### config.mk
export PLATFORM = sky130hd
export DESIGN_NAME = eit_section_event_parser
export DESIGN_NICKNAME = d
export VERILOG_FILES = /design/src/sv/eitsp_pkg.sv /design/src/sv/eitsp_parser.sv /design/src/sv/eitsp_out_queue.sv /design/src/sv/eit_section_event_parser.sv
export SDC_FILE = /design/constraint.sdc
export NUM_CORES = 1
export LEC_CHECK = 0
export ABC_AREA = 1
export BUFFER_PORTS_ARGS = -buffer_cell sky130_fd_sc_hd__buf_2
export CAP_MARGIN = 20
export CORE_ASPECT_RATIO = 1.25
export CORE_MARGIN = 1
export CORE_UTILIZATION = 35
export CTS_CLUSTER_SIZE = 25
export DETAILED_ROUTE_END_ITERATION = 12
export PLACE_DENSITY_LB_ADDON = 0.1
export SYNTH_ARGS = -nofsm -noshare
export SYNTH_HDL_FRONTEND = slang
export SYNTH_SLANG_ARGS = --single-unit
### constraint.sdc
create_clock -name clock -period 9.6 [get_ports clock]
set_input_delay 0.96 -clock clock [delete_from_list [all_inputs] [get_ports clock]]
set_output_delay 0.96 -clock clock [all_outputs]
set_load 0.02 [all_outputs]
### src/sv/eitsp_pkg.sv
// shared types, constants and helpers of the event information table section parser
package eitsp_pkg;

   // section length bookkeeping
   localparam int HEADER_OVERHEAD = 5;
   localparam int CRC_BYTES = 4;
   localparam int TABLE_FIX_BYTES = 6;
   localparam int EVENT_FIX_BYTES = 12;
   localparam int DESC_FIX_BYTES = 2;
   localparam int FIXED_OVERHEAD = HEADER_OVERHEAD + CRC_BYTES + TABLE_FIX_BYTES;

   // result queue sizing
   localparam int QUEUE_DEPTH = 4;
   localparam int QPTR_W = $clog2(QUEUE_DEPTH);
   localparam int QCNT_W = $clog2(QUEUE_DEPTH + 1);

   // table id ranges
   localparam logic [7:0] TID_PF_ACTUAL = 8'h4e;
   localparam logic [7:0] TID_PF_OTHER = 8'h4f;
   localparam logic [3:0] TID_SCHED_ACTUAL_HI = 4'h5;
   localparam logic [3:0] TID_SCHED_OTHER_HI = 4'h6;

   typedef enum logic [2:0] {
      PH_IDLE,
      PH_HEADER,
      PH_EVENT,
      PH_TAG,
      PH_LEN,
      PH_SKIP
   } phase_type;

   typedef enum logic [3:0] {
      KIND_HEADER       = 4'd0,
      KIND_EVENT        = 4'd1,
      KIND_DESC         = 4'd2,
      KIND_DONE_PF      = 4'd3,
      KIND_DONE_SCHED   = 4'd4,
      KIND_DONE_UNKNOWN = 4'd5,
      KIND_LEN_ERR      = 4'd6,
      KIND_DESC_ERR     = 4'd7,
      KIND_OVERRUN      = 4'd8,
      KIND_DROPPED      = 4'd9
   } kind_type;

   typedef enum logic [1:0] {
      CLASS_PF,
      CLASS_SCHED,
      CLASS_UNKNOWN
   } class_type;

   typedef struct packed {
      kind_type    kind;
      logic [47:0] tbl_ids;
      logic [95:0] event_hdr;
      logic [7:0]  desc_tag;
      logic [7:0]  desc_length;
      logic        last_of_run;
   } result_type;

   // up to two results made by one byte
   typedef struct packed {
      logic [1:0] count;
      result_type first;
      result_type second;
   } push_type;

   // section-done kind for a table class
   function automatic kind_type done_kind(input class_type cls);
      kind_type k;
      case (cls)
         CLASS_PF:    k = KIND_DONE_PF;
         CLASS_SCHED: k = KIND_DONE_SCHED;
         default:     k = KIND_DONE_UNKNOWN;
      endcase
      return k;
   endfunction

   function automatic result_type make_result(input kind_type k, input logic [47:0] hdr,
                                              input logic [95:0] ev, input logic [7:0] tag,
                                              input logic [7:0] len, input logic last);
      result_type r;
      r.kind = k;
      r.tbl_ids = hdr;
      r.event_hdr = ev;
      r.desc_tag = tag;
      r.desc_length = len;
      r.last_of_run = last;
      return r;
   endfunction

endpackage

### src/sv/eitsp_parser.sv
// section byte parser: phase state, counters, header shifters and result build
module eitsp_parser (
   input  logic               clock,
   input  logic               reset,
   input  logic               go,
   input  logic [7:0]         data_byte,
   input  logic               section_start,
   input  logic [11:0]        sec_len,
   input  logic [7:0]         tbl_code,
   input  logic               parse_schedule,
   output eitsp_pkg::push_type push
);

   eitsp_pkg::phase_type phase_ff, phase_in;
   logic [3:0]           idx_ff, idx_in;
   logic [12:0]          event_left_ff, event_left_in;
   logic [12:0]          loop_left_ff, loop_left_in;
   logic [7:0]           desc_left_ff, desc_left_in;
   logic [47:0]          hdr_ff, hdr_in;
   logic [95:0]          ev_ff, ev_in;
   eitsp_pkg::class_type class_ff, class_in;

   // state registers
   always_ff @(posedge clock) begin
      if (reset) begin
         phase_ff <= eitsp_pkg::PH_IDLE;
         idx_ff <= '0;
         event_left_ff <= '0;
         loop_left_ff <= '0;
         desc_left_ff <= '0;
         hdr_ff <= '0;
         ev_ff <= '0;
         class_ff <= eitsp_pkg::CLASS_PF;
      end else if (go) begin
         phase_ff <= phase_in;
         idx_ff <= idx_in;
         event_left_ff <= event_left_in;
         loop_left_ff <= loop_left_in;
         desc_left_ff <= desc_left_in;
         hdr_ff <= hdr_in;
         ev_ff <= ev_in;
         class_ff <= class_in;
      end
   end

   logic                 sched;
   logic                 len_bad;
   logic [12:0]          need_ev;
   logic [8:0]           need_desc;
   logic [12:0]          left_after;
   logic [7:0]           desc_dec;
   logic [1:0]           n;
   eitsp_pkg::kind_type  k0, k1;
   logic [7:0]           tag0, len0;

   // next state and results of one byte
   always_comb begin
      phase_in = phase_ff;
      idx_in = idx_ff;
      event_left_in = event_left_ff;
      loop_left_in = loop_left_ff;
      desc_left_in = desc_left_ff;
      hdr_in = hdr_ff;
      ev_in = ev_ff;
      class_in = class_ff;
      n = 2'd0;
      k0 = eitsp_pkg::KIND_HEADER;
      k1 = eitsp_pkg::KIND_HEADER;
      tag0 = '0;
      len0 = '0;

      sched = (tbl_code[7:4] == eitsp_pkg::TID_SCHED_ACTUAL_HI) ||
              (tbl_code[7:4] == eitsp_pkg::TID_SCHED_OTHER_HI);
      len_bad = (sec_len < 12'(eitsp_pkg::FIXED_OVERHEAD)) ||
                ((sec_len > 12'(eitsp_pkg::FIXED_OVERHEAD)) &&
                 (sec_len < 12'(eitsp_pkg::FIXED_OVERHEAD + eitsp_pkg::EVENT_FIX_BYTES)));
      // bytes the event needs (fixed part plus loop length) once this byte completes its header
      need_ev = 13'(eitsp_pkg::EVENT_FIX_BYTES) + {1'b0, ev_ff[3:0], data_byte};
      need_desc = 9'(eitsp_pkg::DESC_FIX_BYTES) + {1'b0, data_byte};
      left_after = event_left_ff;
      desc_dec = (desc_left_ff != 8'd0) ? desc_left_ff - 8'd1 : 8'd0;

      if (section_start) begin
         // new section restarts everything
         hdr_in = '0;
         ev_in = '0;
         loop_left_in = '0;
         desc_left_in = '0;
         event_left_in = '0;
         idx_in = 4'd1;
         phase_in = eitsp_pkg::PH_IDLE;
         if (tbl_code == eitsp_pkg::TID_PF_ACTUAL || tbl_code == eitsp_pkg::TID_PF_OTHER) begin
            class_in = eitsp_pkg::CLASS_PF;
         end else if (sched) begin
            class_in = eitsp_pkg::CLASS_SCHED;
         end else begin
            class_in = eitsp_pkg::CLASS_UNKNOWN;
         end
         if (sched && !parse_schedule) begin
            n = 2'd1;
            k0 = eitsp_pkg::KIND_DROPPED;
         end else if (len_bad) begin
            n = 2'd1;
            k0 = eitsp_pkg::KIND_LEN_ERR;
         end else begin
            event_left_in = 13'(sec_len - 12'(eitsp_pkg::FIXED_OVERHEAD));
            hdr_in = {40'd0, data_byte};
            phase_in = eitsp_pkg::PH_HEADER;
         end
      end else begin
         case (phase_ff)
            eitsp_pkg::PH_HEADER: begin
               hdr_in = {hdr_ff[39:0], data_byte};
               idx_in = idx_ff + 4'd1;
               if (idx_in >= 4'(eitsp_pkg::TABLE_FIX_BYTES)) begin
                  k0 = eitsp_pkg::KIND_HEADER;
                  if (event_left_ff == 13'd0) begin
                     n = 2'd2;
                     k1 = eitsp_pkg::done_kind(class_ff);
                     phase_in = eitsp_pkg::PH_IDLE;
                  end else begin
                     n = 2'd1;
                     phase_in = eitsp_pkg::PH_EVENT;
                     idx_in = 4'd0;
                  end
               end
            end
            eitsp_pkg::PH_EVENT: begin
               ev_in = {ev_ff[87:0], data_byte};
               idx_in = idx_ff + 4'd1;
               if (idx_in >= 4'(eitsp_pkg::EVENT_FIX_BYTES)) begin
                  k0 = eitsp_pkg::KIND_EVENT;
                  left_after = event_left_ff - need_ev;
                  if (need_ev > event_left_ff) begin
                     n = 2'd2;
                     k1 = eitsp_pkg::KIND_OVERRUN;
                     phase_in = eitsp_pkg::PH_IDLE;
                  end else begin
                     event_left_in = left_after;
                     loop_left_in = {1'b0, ev_in[11:0]};
                     if (ev_in[11:0] != 12'd0) begin
                        n = 2'd1;
                        phase_in = eitsp_pkg::PH_TAG;
                     end else if (left_after == 13'd0) begin
                        n = 2'd2;
                        k1 = eitsp_pkg::done_kind(class_ff);
                        phase_in = eitsp_pkg::PH_IDLE;
                     end else begin
                        n = 2'd1;
                        phase_in = eitsp_pkg::PH_EVENT;
                        idx_in = 4'd0;
                     end
                  end
               end
            end
            eitsp_pkg::PH_TAG: begin
               desc_left_in = data_byte;
               phase_in = eitsp_pkg::PH_LEN;
            end
            eitsp_pkg::PH_LEN: begin
               tag0 = desc_left_ff;
               len0 = data_byte;
               if ({4'd0, need_desc} > loop_left_ff) begin
                  n = 2'd1;
                  k0 = eitsp_pkg::KIND_DESC_ERR;
                  phase_in = eitsp_pkg::PH_IDLE;
               end else begin
                  loop_left_in = loop_left_ff - {4'd0, need_desc};
                  k0 = eitsp_pkg::KIND_DESC;
                  desc_left_in = data_byte;
                  n = 2'd1;
                  if (data_byte != 8'd0) begin
                     phase_in = eitsp_pkg::PH_SKIP;
                  end else if (loop_left_in != 13'd0) begin
                     phase_in = eitsp_pkg::PH_TAG;
                  end else if (event_left_ff == 13'd0) begin
                     n = 2'd2;
                     k1 = eitsp_pkg::done_kind(class_ff);
                     phase_in = eitsp_pkg::PH_IDLE;
                  end else begin
                     phase_in = eitsp_pkg::PH_EVENT;
                     idx_in = 4'd0;
                  end
               end
            end
            eitsp_pkg::PH_SKIP: begin
               // payload byte of a descriptor, not reported
               desc_left_in = desc_dec;
               if (desc_dec == 8'd0) begin
                  if (loop_left_ff != 13'd0) begin
                     phase_in = eitsp_pkg::PH_TAG;
                  end else if (event_left_ff == 13'd0) begin
                     n = 2'd1;
                     k0 = eitsp_pkg::done_kind(class_ff);
                     phase_in = eitsp_pkg::PH_IDLE;
                  end else begin
                     phase_in = eitsp_pkg::PH_EVENT;
                     idx_in = 4'd0;
                  end
               end
            end
            default: begin
               phase_in = eitsp_pkg::PH_IDLE;
            end
         endcase
      end
   end

   // result beats for the queue
   always_comb begin
      push.count = go ? n : 2'd0;
      push.first = eitsp_pkg::make_result(k0, hdr_in, ev_in, tag0, len0, n == 2'd1);
      push.second = eitsp_pkg::make_result(k1, hdr_in, ev_in, 8'd0, 8'd0, 1'b1);
   end

endmodule

### src/sv/eitsp_out_queue.sv
// small result queue: takes up to two beats a cycle, hands out one
module eitsp_out_queue (
   input  logic                  clock,
   input  logic                  reset,
   input  eitsp_pkg::push_type   push,
   input  logic                  pop,
   output logic                  room,
   output logic                  head_valid,
   output eitsp_pkg::result_type head
);

   eitsp_pkg::result_type           q_ff [eitsp_pkg::QUEUE_DEPTH];
   logic [eitsp_pkg::QPTR_W-1:0]    wr_ptr_ff, rd_ptr_ff;
   logic [eitsp_pkg::QCNT_W-1:0]    count_ff, count_in;
   logic [eitsp_pkg::QPTR_W-1:0]    wr_next;

   assign wr_next = wr_ptr_ff + eitsp_pkg::QPTR_W'(1);
   assign count_in = count_ff + eitsp_pkg::QCNT_W'(push.count) -
                     eitsp_pkg::QCNT_W'(pop);

   // pointers and fill count
   always_ff @(posedge clock) begin
      if (reset) begin
         wr_ptr_ff <= '0;
         rd_ptr_ff <= '0;
         count_ff <= '0;
      end else begin
         wr_ptr_ff <= wr_ptr_ff + eitsp_pkg::QPTR_W'(push.count);
         if (pop) begin
            rd_ptr_ff <= rd_ptr_ff + eitsp_pkg::QPTR_W'(1);
         end
         count_ff <= count_in;
      end
   end

   // entry storage
   always_ff @(posedge clock) begin
      if (push.count != 2'd0) begin
         q_ff[wr_ptr_ff] <= push.first;
      end
      if (push.count == 2'd2) begin
         q_ff[wr_next] <= push.second;
      end
   end

   assign room = count_ff <= eitsp_pkg::QCNT_W'(eitsp_pkg::QUEUE_DEPTH - 2);
   assign head_valid = count_ff != '0;
   assign head = q_ff[rd_ptr_ff];

endmodule

### src/sv/eit_section_event_parser.sv
// top level of the event information table section parser
//
//   channel | direction | beat contents
//   req_    | in        | one section data byte with start flag, length and table id
//   rsp_    | out       | one header, event, descriptor, done, dropped or error record
//   csr_    | in        | parse_schedule enable, written with csr_wr_en
//
// A byte is taken every cycle while req_stall is low; its first result is registered in the
// input register and then in the result queue before it shows on rsp_. A byte that makes two
// results gives two beats; the input register holds it until the four-entry result queue has
// room for two beats. Output stall backs up through the queue into req_stall.
// Synchronous reset returns the parser to idle and empties the queue.
module eit_section_event_parser (
   input  logic        clock,
   input  logic        reset,
   input  logic        req_valid,
   output logic        req_stall,
   input  logic [7:0]  req_data_byte,
   input  logic        req_section_start,
   input  logic [11:0] req_sec_len,
   input  logic [7:0]  req_tbl_code,
   output logic        rsp_valid,
   input  logic        rsp_stall,
   output logic [3:0]  rsp_kind,
   output logic [47:0] rsp_tbl_ids,
   output logic [15:0] rsp_evt_num,
   output logic [39:0] rsp_start_stamp,
   output logic [23:0] rsp_duration,
   output logic [2:0]  rsp_run_state,
   output logic        rsp_scramble_flag,
   output logic [11:0] rsp_loop_length,
   output logic [7:0]  rsp_desc_tag,
   output logic [7:0]  rsp_desc_length,
   output logic        rsp_last_of_run,
   input  logic        csr_wr_en,
   input  logic        csr_wr_data
);

   logic                  parse_schedule_ff;
   logic                  in_valid_ff;
   logic [7:0]            data_byte_ff;
   logic                  section_start_ff;
   logic [11:0]           sec_len_ff;
   logic [7:0]            tbl_code_ff;
   logic                  room;
   logic                  go;
   logic                  pop;
   eitsp_pkg::push_type   push;
   eitsp_pkg::result_type head;

   // configuration register
   always_ff @(posedge clock) begin
      if (reset) begin
         parse_schedule_ff <= 1'b0;
      end else if (csr_wr_en) begin
         parse_schedule_ff <= csr_wr_data;
      end
   end

   assign go = in_valid_ff && room;
   assign req_stall = in_valid_ff && !room;

   // input beat register
   always_ff @(posedge clock) begin
      if (reset) begin
         in_valid_ff <= 1'b0;
      end else if (!req_stall) begin
         in_valid_ff <= req_valid;
      end
   end

   always_ff @(posedge clock) begin
      if (req_valid && !req_stall) begin
         data_byte_ff <= req_data_byte;
         section_start_ff <= req_section_start;
         sec_len_ff <= req_sec_len;
         tbl_code_ff <= req_tbl_code;
      end
   end

   eitsp_parser u_parser (
      .clock          (clock),
      .reset          (reset),
      .go             (go),
      .data_byte      (data_byte_ff),
      .section_start  (section_start_ff),
      .sec_len        (sec_len_ff),
      .tbl_code       (tbl_code_ff),
      .parse_schedule (parse_schedule_ff),
      .push           (push)
   );

   assign pop = rsp_valid && !rsp_stall;

   eitsp_out_queue u_queue (
      .clock      (clock),
      .reset      (reset),
      .push       (push),
      .pop        (pop),
      .room       (room),
      .head_valid (rsp_valid),
      .head       (head)
   );

   // result fields
   assign rsp_kind = head.kind;
   assign rsp_tbl_ids = head.tbl_ids;
   assign rsp_evt_num = head.event_hdr[95:80];
   assign rsp_start_stamp = head.event_hdr[79:40];
   assign rsp_duration = head.event_hdr[39:16];
   assign rsp_run_state = head.event_hdr[15:13];
   assign rsp_scramble_flag = head.event_hdr[12];
   assign rsp_loop_length = head.event_hdr[11:0];
   assign rsp_desc_tag = head.desc_tag;
   assign rsp_desc_length = head.desc_length;
   assign rsp_last_of_run = head.last_of_run;

endmodule

== Yosys cells after proc, flatten, opt, wreduce, memory -nomap -nowiden ==
Memory sizes are Yosys's and may differ from the RTL's. A register that Yosys moved wholly into a read port is not among the register bits.
Cells that the tools add are included.

* Bits in writable memories: 660
* Word-level logic and storage cells: 193
* Register bits: 225
* Memories: 1
* Bits of input ports: 35
* Output and inout bits: 167

{| class="wikitable"
|+ Memory list
! name !! words !! width !! rd ports !! clocked after memory_dff !! write ports !! RTL line !! text
|-
| u_queue.q_ff || 4 || 165 || 1 || 1 || 2 || eitsp_out_queue.sv:12 || <nowiki>eitsp_pkg::result_type q_ff [eitsp_pkg::QUEUE_DEPTH];</nowiki>
|}

* Equality and inequality tests: 21
* Reduce and logical (&&, ||, !) cells: 35
* Magnitude comparators: 8
* Multiplexer cells: 99
* Add/subtract/negate cells: 12

{| class="wikitable"
|+ Operators with widths
! kind !! number
|-
| $mux 96 || 2
|-
| $mux 48 || 3
|-
| $mux 13 || 10
|-
| $mux 4 || 27
|-
| $mux 8 || 8
|-
| $mux 2 || 22
|-
| $mux 3 || 11
|-
| $logic_not 13->1 || 2
|-
| $pmux 13 s2 || 1
|-
| $reduce_bool 13->1 || 2
|-
| $pmux 4 s3 || 2
|-
| $pmux 8 s3 || 1
|-
| $eq 8x7->1 const B || 2
|-
| $pmux 4 s4 || 1
|-
| $reduce_bool 8->1 || 2
|-
| $ne 3x3->1 const B || 5
|-
| $pmux 3 s5 || 1
|-
| $add 4x12->13 const A || 1
|-
| $gt 13x13->1 || 1
|-
| $gt 9x13->1 || 1
|-
| $sub 12x4->13 const B || 1
|-
| $sub 13x13->13 || 1
|-
| $sub 13x9->13 || 1
|-
| $gt 12x4->1 const B || 1
|-
| 38 further kinds || 66
|}

== Depth between registers and ports, before layout ==
* Word-level depth: 13
* Gate-level depth with buffers: 28
* Depth with buffers taken out: 26

== Hierarchy ==
A second synthesis with hierarchy kept.

* Cell total of the unflattened synthesis: 5,692
* Area total of the unflattened synthesis: 47,725.8 µm²

{| class="wikitable"
|+ By module, submodules not included
! module !! times used !! area each (µm²) !! seq. area each (µm²) !! cells each
|-
| eitsp_out_queue || 1 || 33,598.5 || 19,999.2 || 3,625
|-
| eitsp_parser || 1 || 13,156.4 || 3,743.6 || 2,022
|-
| eit_section_event_parser || 1 || 970.9 || 910.9 || 45
|}

== Least setup slack after synthesis ==
No wires, ideal clock.

* Path kind: flip-flop to flip-flop
* Start point: register data_byte_ff[4]
* End point: memory u_queue.q_ff[3][100] (netlist name), enable pin
* Clock period less this slack: 7.121 ns
* Required time: 8.352 ns
* Setup slack: 2.479 ns
* Arrival time: 5.872 ns
* Library setup time: 1.248 ns
* Cell stages (with the launch flop): 26
* Buffers on the path: 4
* Cell sequence: edfxtp_1 > clkbuf_1 > inv_1 > a21oi_1 > nand3_1 > nor3_1 > nand3_1 > xor2_1 > ha_1 > nand2_1 > inv_1 > a21oi_1 > nand3_1 > nand2_1 > nand2_1 > nor2_1 > nand4_1 > a21oi_1 > nand3_1 > nand3_2 > nand2_4 > buf_6 > nand2_4 > buf_8 > buf_8 > nand2_1

{| class="wikitable"
|+ RTL lines
! what !! RTL line !! text
|-
| from (decl) || eit_section_event_parser.sv:41 || <nowiki>logic [7:0] data_byte_ff;</nowiki>
|-
| from (signal assigned) || eit_section_event_parser.sv:74 || <nowiki>data_byte_ff <= req_data_byte;</nowiki>
|-
| to (decl) || eitsp_out_queue.sv:12 ||
|}

==> metrics.txt <==
# TYPE chip_impl_metric gauge
chip_impl_info{name="outcome",value="complete, no violations"} 1
chip_impl_info{name="hp-class",value="primary input to register"} 1
chip_impl_metric{name="post_synth.cell_area_avg",unit="um^2"} 9.070
chip_impl_metric{name="ant_nets",unit=""} 0
chip_impl_info{name="cell_with_the_most_instances_after_synthesis",value="sky130_fd_sc_hd__nor2_1"} 1
chip_impl_info{name="synth.largest_area_cell",value="sky130_fd_sc_hd__edfxtp_1"} 1
chip_impl_metric{name="drive_above_1_share",unit=""} 0.1111
chip_impl_metric{name="layout_min_cycle_time",unit="ns"} 6.971
chip_impl_info{name="clock_tree.root_cell",value="sky130_fd_sc_hd__clkbuf_16"} 1
chip_impl_metric{name="die_height",unit="um"} 389.7
chip_impl_metric{name="postLayoutSetupSlackWorst",unit="ns"} 2.629
chip_impl_metric{name="maxSlewViolCount",unit=""} 0
chip_impl_metric{name="drc",unit=""} 0
chip_impl_metric{name="global_route.overflow_total",unit=""} 0
chip_impl_metric{name="final_nets",unit=""} 4713
chip_impl_info{name="yosys_most_used_dff",value="sky130_fd_sc_hd__edfxtp_1"} 1
chip_impl_metric{name="vias_in_the_first_global_route",unit=""} 32699
chip_impl_metric{name="number_of_buffers_added_by_the_clock_tree_synthesis_step",unit=""} 98
chip_impl_metric{name="ys_types",unit=""} 48
chip_impl_metric{name="first_pass_iters",unit=""} 5
chip_impl_metric{name="netlist_area",unit="mm^2"} 0.04208
chip_impl_info{name="criticalPathCategory",value="register to register"} 1
chip_impl_metric{name="wirelength",unit="um"} 138900
chip_impl_metric{name="area.growth.synth_to_final",unit="%"} 12.08
chip_impl_metric{name="critical_path_buf_inv_count",unit=""} 4
chip_impl_metric{name="synth.yosys.seq_area_share",unit=""} 0.5690
chip_impl_metric{name="post_cts.resized_instances",unit=""} 0
chip_impl_info{name="cp-end-kind",value="register"} 1
chip_impl_metric{name="final_cells",unit=""} 6298
chip_impl_metric{name="buffers_inserted_by_post_cts_timing_repair",unit=""} 0
chip_impl_metric{name="synthesis.yosys.warnings",unit=""} 0
chip_impl_metric{name="global_route.usage.total",unit=""} 0.2233
chip_impl_metric{name="critPathMaxFanout",unit=""} 55
chip_impl_metric{name="syn_inst",unit=""} 4639
chip_impl_info{name="rsz0062_at_grt",value="false"} 1
chip_impl_info{name="timing.critical_path.max_delay_family",value="simple AND/OR/NAND/NOR gates"} 1
chip_impl_metric{name="critical-path-max-stage-delay",unit="ns"} 0.84
chip_impl_metric{name="cts_buffer_depth",unit=""} 3
chip_impl_metric{name="critPathRequiredTime",unit="ns"} 10.01
chip_impl_metric{name="placement_rows",unit=""} 141
chip_impl_info{name="cp-start-kind",value="register"} 1
chip_impl_info{name="netlist_top_cells_count",value="717 x sky130_fd_sc_hd__nor2_1, 648 x sky130_fd_sc_hd__a21oi_1, 620 x sky130_fd_sc_hd__edfxtp_1"} 1
chip_impl_info{name="cpMaxStageDelayCell",value="sky130_fd_sc_hd__buf_4"} 1
chip_impl_metric{name="routed-via-count",unit=""} 33773
chip_impl_info{name="crit_chain",value="inv_1 -> ha_1 -> nor2_1 -> nand3_1 -> nor2_1 -> nand2_1 -> xor2_1 -> ha_1 -> inv_1 -> o21bai_1 -> a21oi_1 -> nand2_1 -> nand2_1 -> nand2_1 -> a21oi_2 -> nor2_1 -> a21oi_1 -> nand3_1 -> nand3_2 -> nand2_4 -> nand2_8 -> buf_4 -> buf_4 -> a21oi_1"} 1
chip_impl_metric{name="detailedRoute.firstIterationViolations",unit=""} 2535
chip_impl_metric{name="core_area",unit="mm^2"} 0.1187
chip_impl_metric{name="timing.final.setup_violations",unit=""} 0
chip_impl_info{name="clock_tree_from_tritoncts",value="yes"} 1
chip_impl_metric{name="finClkSkew",unit="ns"} 0.03233
chip_impl_metric{name="worst_pin_slew",unit="ns"} 1.109
chip_impl_metric{name="nFillCells",unit=""} 12056
chip_impl_metric{name="ctsHoldBuffers",unit=""} 0
chip_impl_metric{name="effective_utilization_at_floorplan",unit=""} 0.3544
chip_impl_metric{name="synth_fp_nets",unit=""} 4712
chip_impl_metric{name="max_cap_violations",unit=""} 0
chip_impl_metric{name="grt_pass1_wl",unit="um"} 207500
chip_impl_metric{name="dieArea",unit="mm^2"} 0.1216
chip_impl_metric{name="die-width",unit="um"} 312.1
chip_impl_metric{name="vias_per_cell",unit=""} 5.362
chip_impl_metric{name="worst_skew_pair.late_latency",unit="ns"} 0.72
chip_impl_metric{name="fmaxAchievable",unit="GHz"} 0.1434
chip_impl_metric{name="cp_data_arrival_time",unit="ns"} 7.38
chip_impl_metric{name="vdd_drop_max",unit="V"} 0.0001513
chip_impl_metric{name="detail_route.wl_per_cell",unit="um"} 22.06
chip_impl_metric{name="preCtsSetupSlack",unit="ns"} 2.776
chip_impl_metric{name="hold_viol_final",unit=""} 0
chip_impl_metric{name="p_leak",unit="nW"} 17.55
chip_impl_metric{name="grt_antenna_before_repair",unit=""} 4
chip_impl_metric{name="gpl.final_weighted_congestion",unit=""} 0.8597
chip_impl_info{name="critical_path.most_common_cell",value="sky130_fd_sc_hd__nand2_1"} 1
chip_impl_metric{name="synth_largest_type_area_fraction",unit=""} 0.4425
chip_impl_metric{name="dpl.cell_count",unit=""} 6113
chip_impl_info{name="synthTopCellsByArea",value="sky130_fd_sc_hd__edfxtp_1 44%, sky130_fd_sc_hd__dfxtp_1 13%, sky130_fd_sc_hd__a21oi_1 7.7%"} 1
chip_impl_metric{name="tritoncts_num_sinks",unit=""} 886
chip_impl_metric{name="grt_max_degree",unit=""} 187
chip_impl_metric{name="buffer_ports.inserted",unit=""} 200
chip_impl_metric{name="timing.max_slew.rel_slack",unit=""} 0.2607
chip_impl_metric{name="top_level_ports",unit=""} 202
chip_impl_metric{name="setup_total_negative_slack",unit="ns"} 0
chip_impl_metric{name="final_min_period_over_clock_period",unit=""} 0.7262
chip_impl_metric{name="synth.ff_latch_count",unit=""} 886
chip_impl_metric{name="synth-edff-count",unit=""} 620
chip_impl_metric{name="clk_pin_slew_worst_paths",unit="ns"} 0.06
chip_impl_metric{name="fin_util",unit=""} 0.3972
chip_impl_metric{name="dp_hpwl",unit="um"} 75750
chip_impl_metric{name="htree_num_levels",unit=""} 3
chip_impl_metric{name="synth_async_sr_flop_share",unit=""} 0
chip_impl_metric{name="cellPowerDensity",unit="mW/mm^2"} 240.8
## per-stage QoR
stage          hold slack, ns  power [mW]  instance area (um^2)
6_report               0.4060       11.35                 47160
5_1_grt                0.3755       11.92                 47160
4_1_cts                0.3444       11.48                 47160
3_5_place_dp           0.4431       7.733                 44020
3_3_place_gp           0.4388       7.719                 44020
2_1_floorplan          0.4236       6.589                 42080
## registers in the layout, summed over array words and instances (netlist names), 2 cells and up, named ones only
register / cells
data_byte_ff: 8
u_parser.desc_left_ff: 8
u_queue.wr_ptr_ff: 2
u_parser.class_ff: 2
u_queue.q_ff: 660
sec_len_ff: 12
u_parser.hdr_ff: 48
u_queue.count_ff: 3
u_parser.phase_ff: 3
u_parser.ev_ff: 96
tbl_code_ff: 7
u_parser.loop_left_ff: 13
u_parser.idx_ff: 4
u_queue.rd_ptr_ff: 2
u_parser.event_left_ff: 13
## where the power goes
part	total (mW)	internal, mW	switching (mW)
registers	4.47	4.33	0.142
logic	3.14	0.859	2.28
clock network	3.74	2.12	1.62
## placed cells by master, fill, tap and decap left out, drive strengths merged, types with 2 or more instances in the layout
cell      instances
nor2            722
xor2             25
o32ai             8
ha               35
o21ai           576
o31ai             5
dfxtp           266
o22ai           264
a31oi            12
o21bai            3
clkinv           29
buf             260
fa                3
nor4              7
or2               5
a221oi            2
xnor2             8
edfxtp          620
inv             465
clkbuf          150
nand3           138
nor3             11
clkinvlp          5
nand3b            3
nand2           322
a211oi           10
bufinv            3
nand4            21
a21oi           729
o211ai           10
## routing by layer
metal	wire [um]	GRT usage	vias to the layer above	part of all wire
li1	-	-	16124	-
met1	62950	0.2999	16689	0.45
met2	67430	0.3800	801	0.49
met3	5876	0.02655	159	0.042
met4	2695	0.05766	0	0.019
met5	0	0	-	0
## cell families after synthesis
| group | after synthesis | synth area share |
|---|---|---|
| and+or+nand+nor | 1231 | 0.1180 |
| xor gates and xnor gates | 33 | 0.006869 |
| adders and majority gates | 38 | 0.01184 |
| AOI/OAI and AO/OA | 1624 | 0.2116 |
| buffers and inverters | 827 | 0.08264 |
| DFF | 886 | 0.5690 |
## layout make-up
| type | instances | area (um^2) | area share |
|---|---|---|---|
| diodes | 1 | 2.502 | 0.00005306 |
| clock buffers | 150 | 2841 | 0.06025 |
| clock inverters | 34 | 292.8 | 0.006208 |
| inverters | 468 | 1773 | 0.03760 |
| multi-input cells | 2926 | 14780 | 0.3133 |
| flip-flops and latches | 886 | 23950 | 0.5079 |
| well taps | 1573 | 1968 | 0.04173 |
| repair buffers | 260 | 1554 | 0.03295 |
## path summary, 6_finish.rpt
| path | from | endpoint | slack, ns | cells after the start |
|---|---|---|---|---|
| worst max-delay path | data_byte_ff[2] | u_queue.q_ff[1][94] | 2.63 | 24 |
| worst min-delay path | req_tbl_code[6] | tbl_code_ff[6] | 0.41 | 1 |
| worst max register to register | data_byte_ff[2] | u_queue.q_ff[1][94] | 2.63 | 24 |
| worst min register to register | u_queue.rd_ptr_ff[1] | register | 0.45 | 2 |
Note: power is estimated with default switching activity, not from simulation.
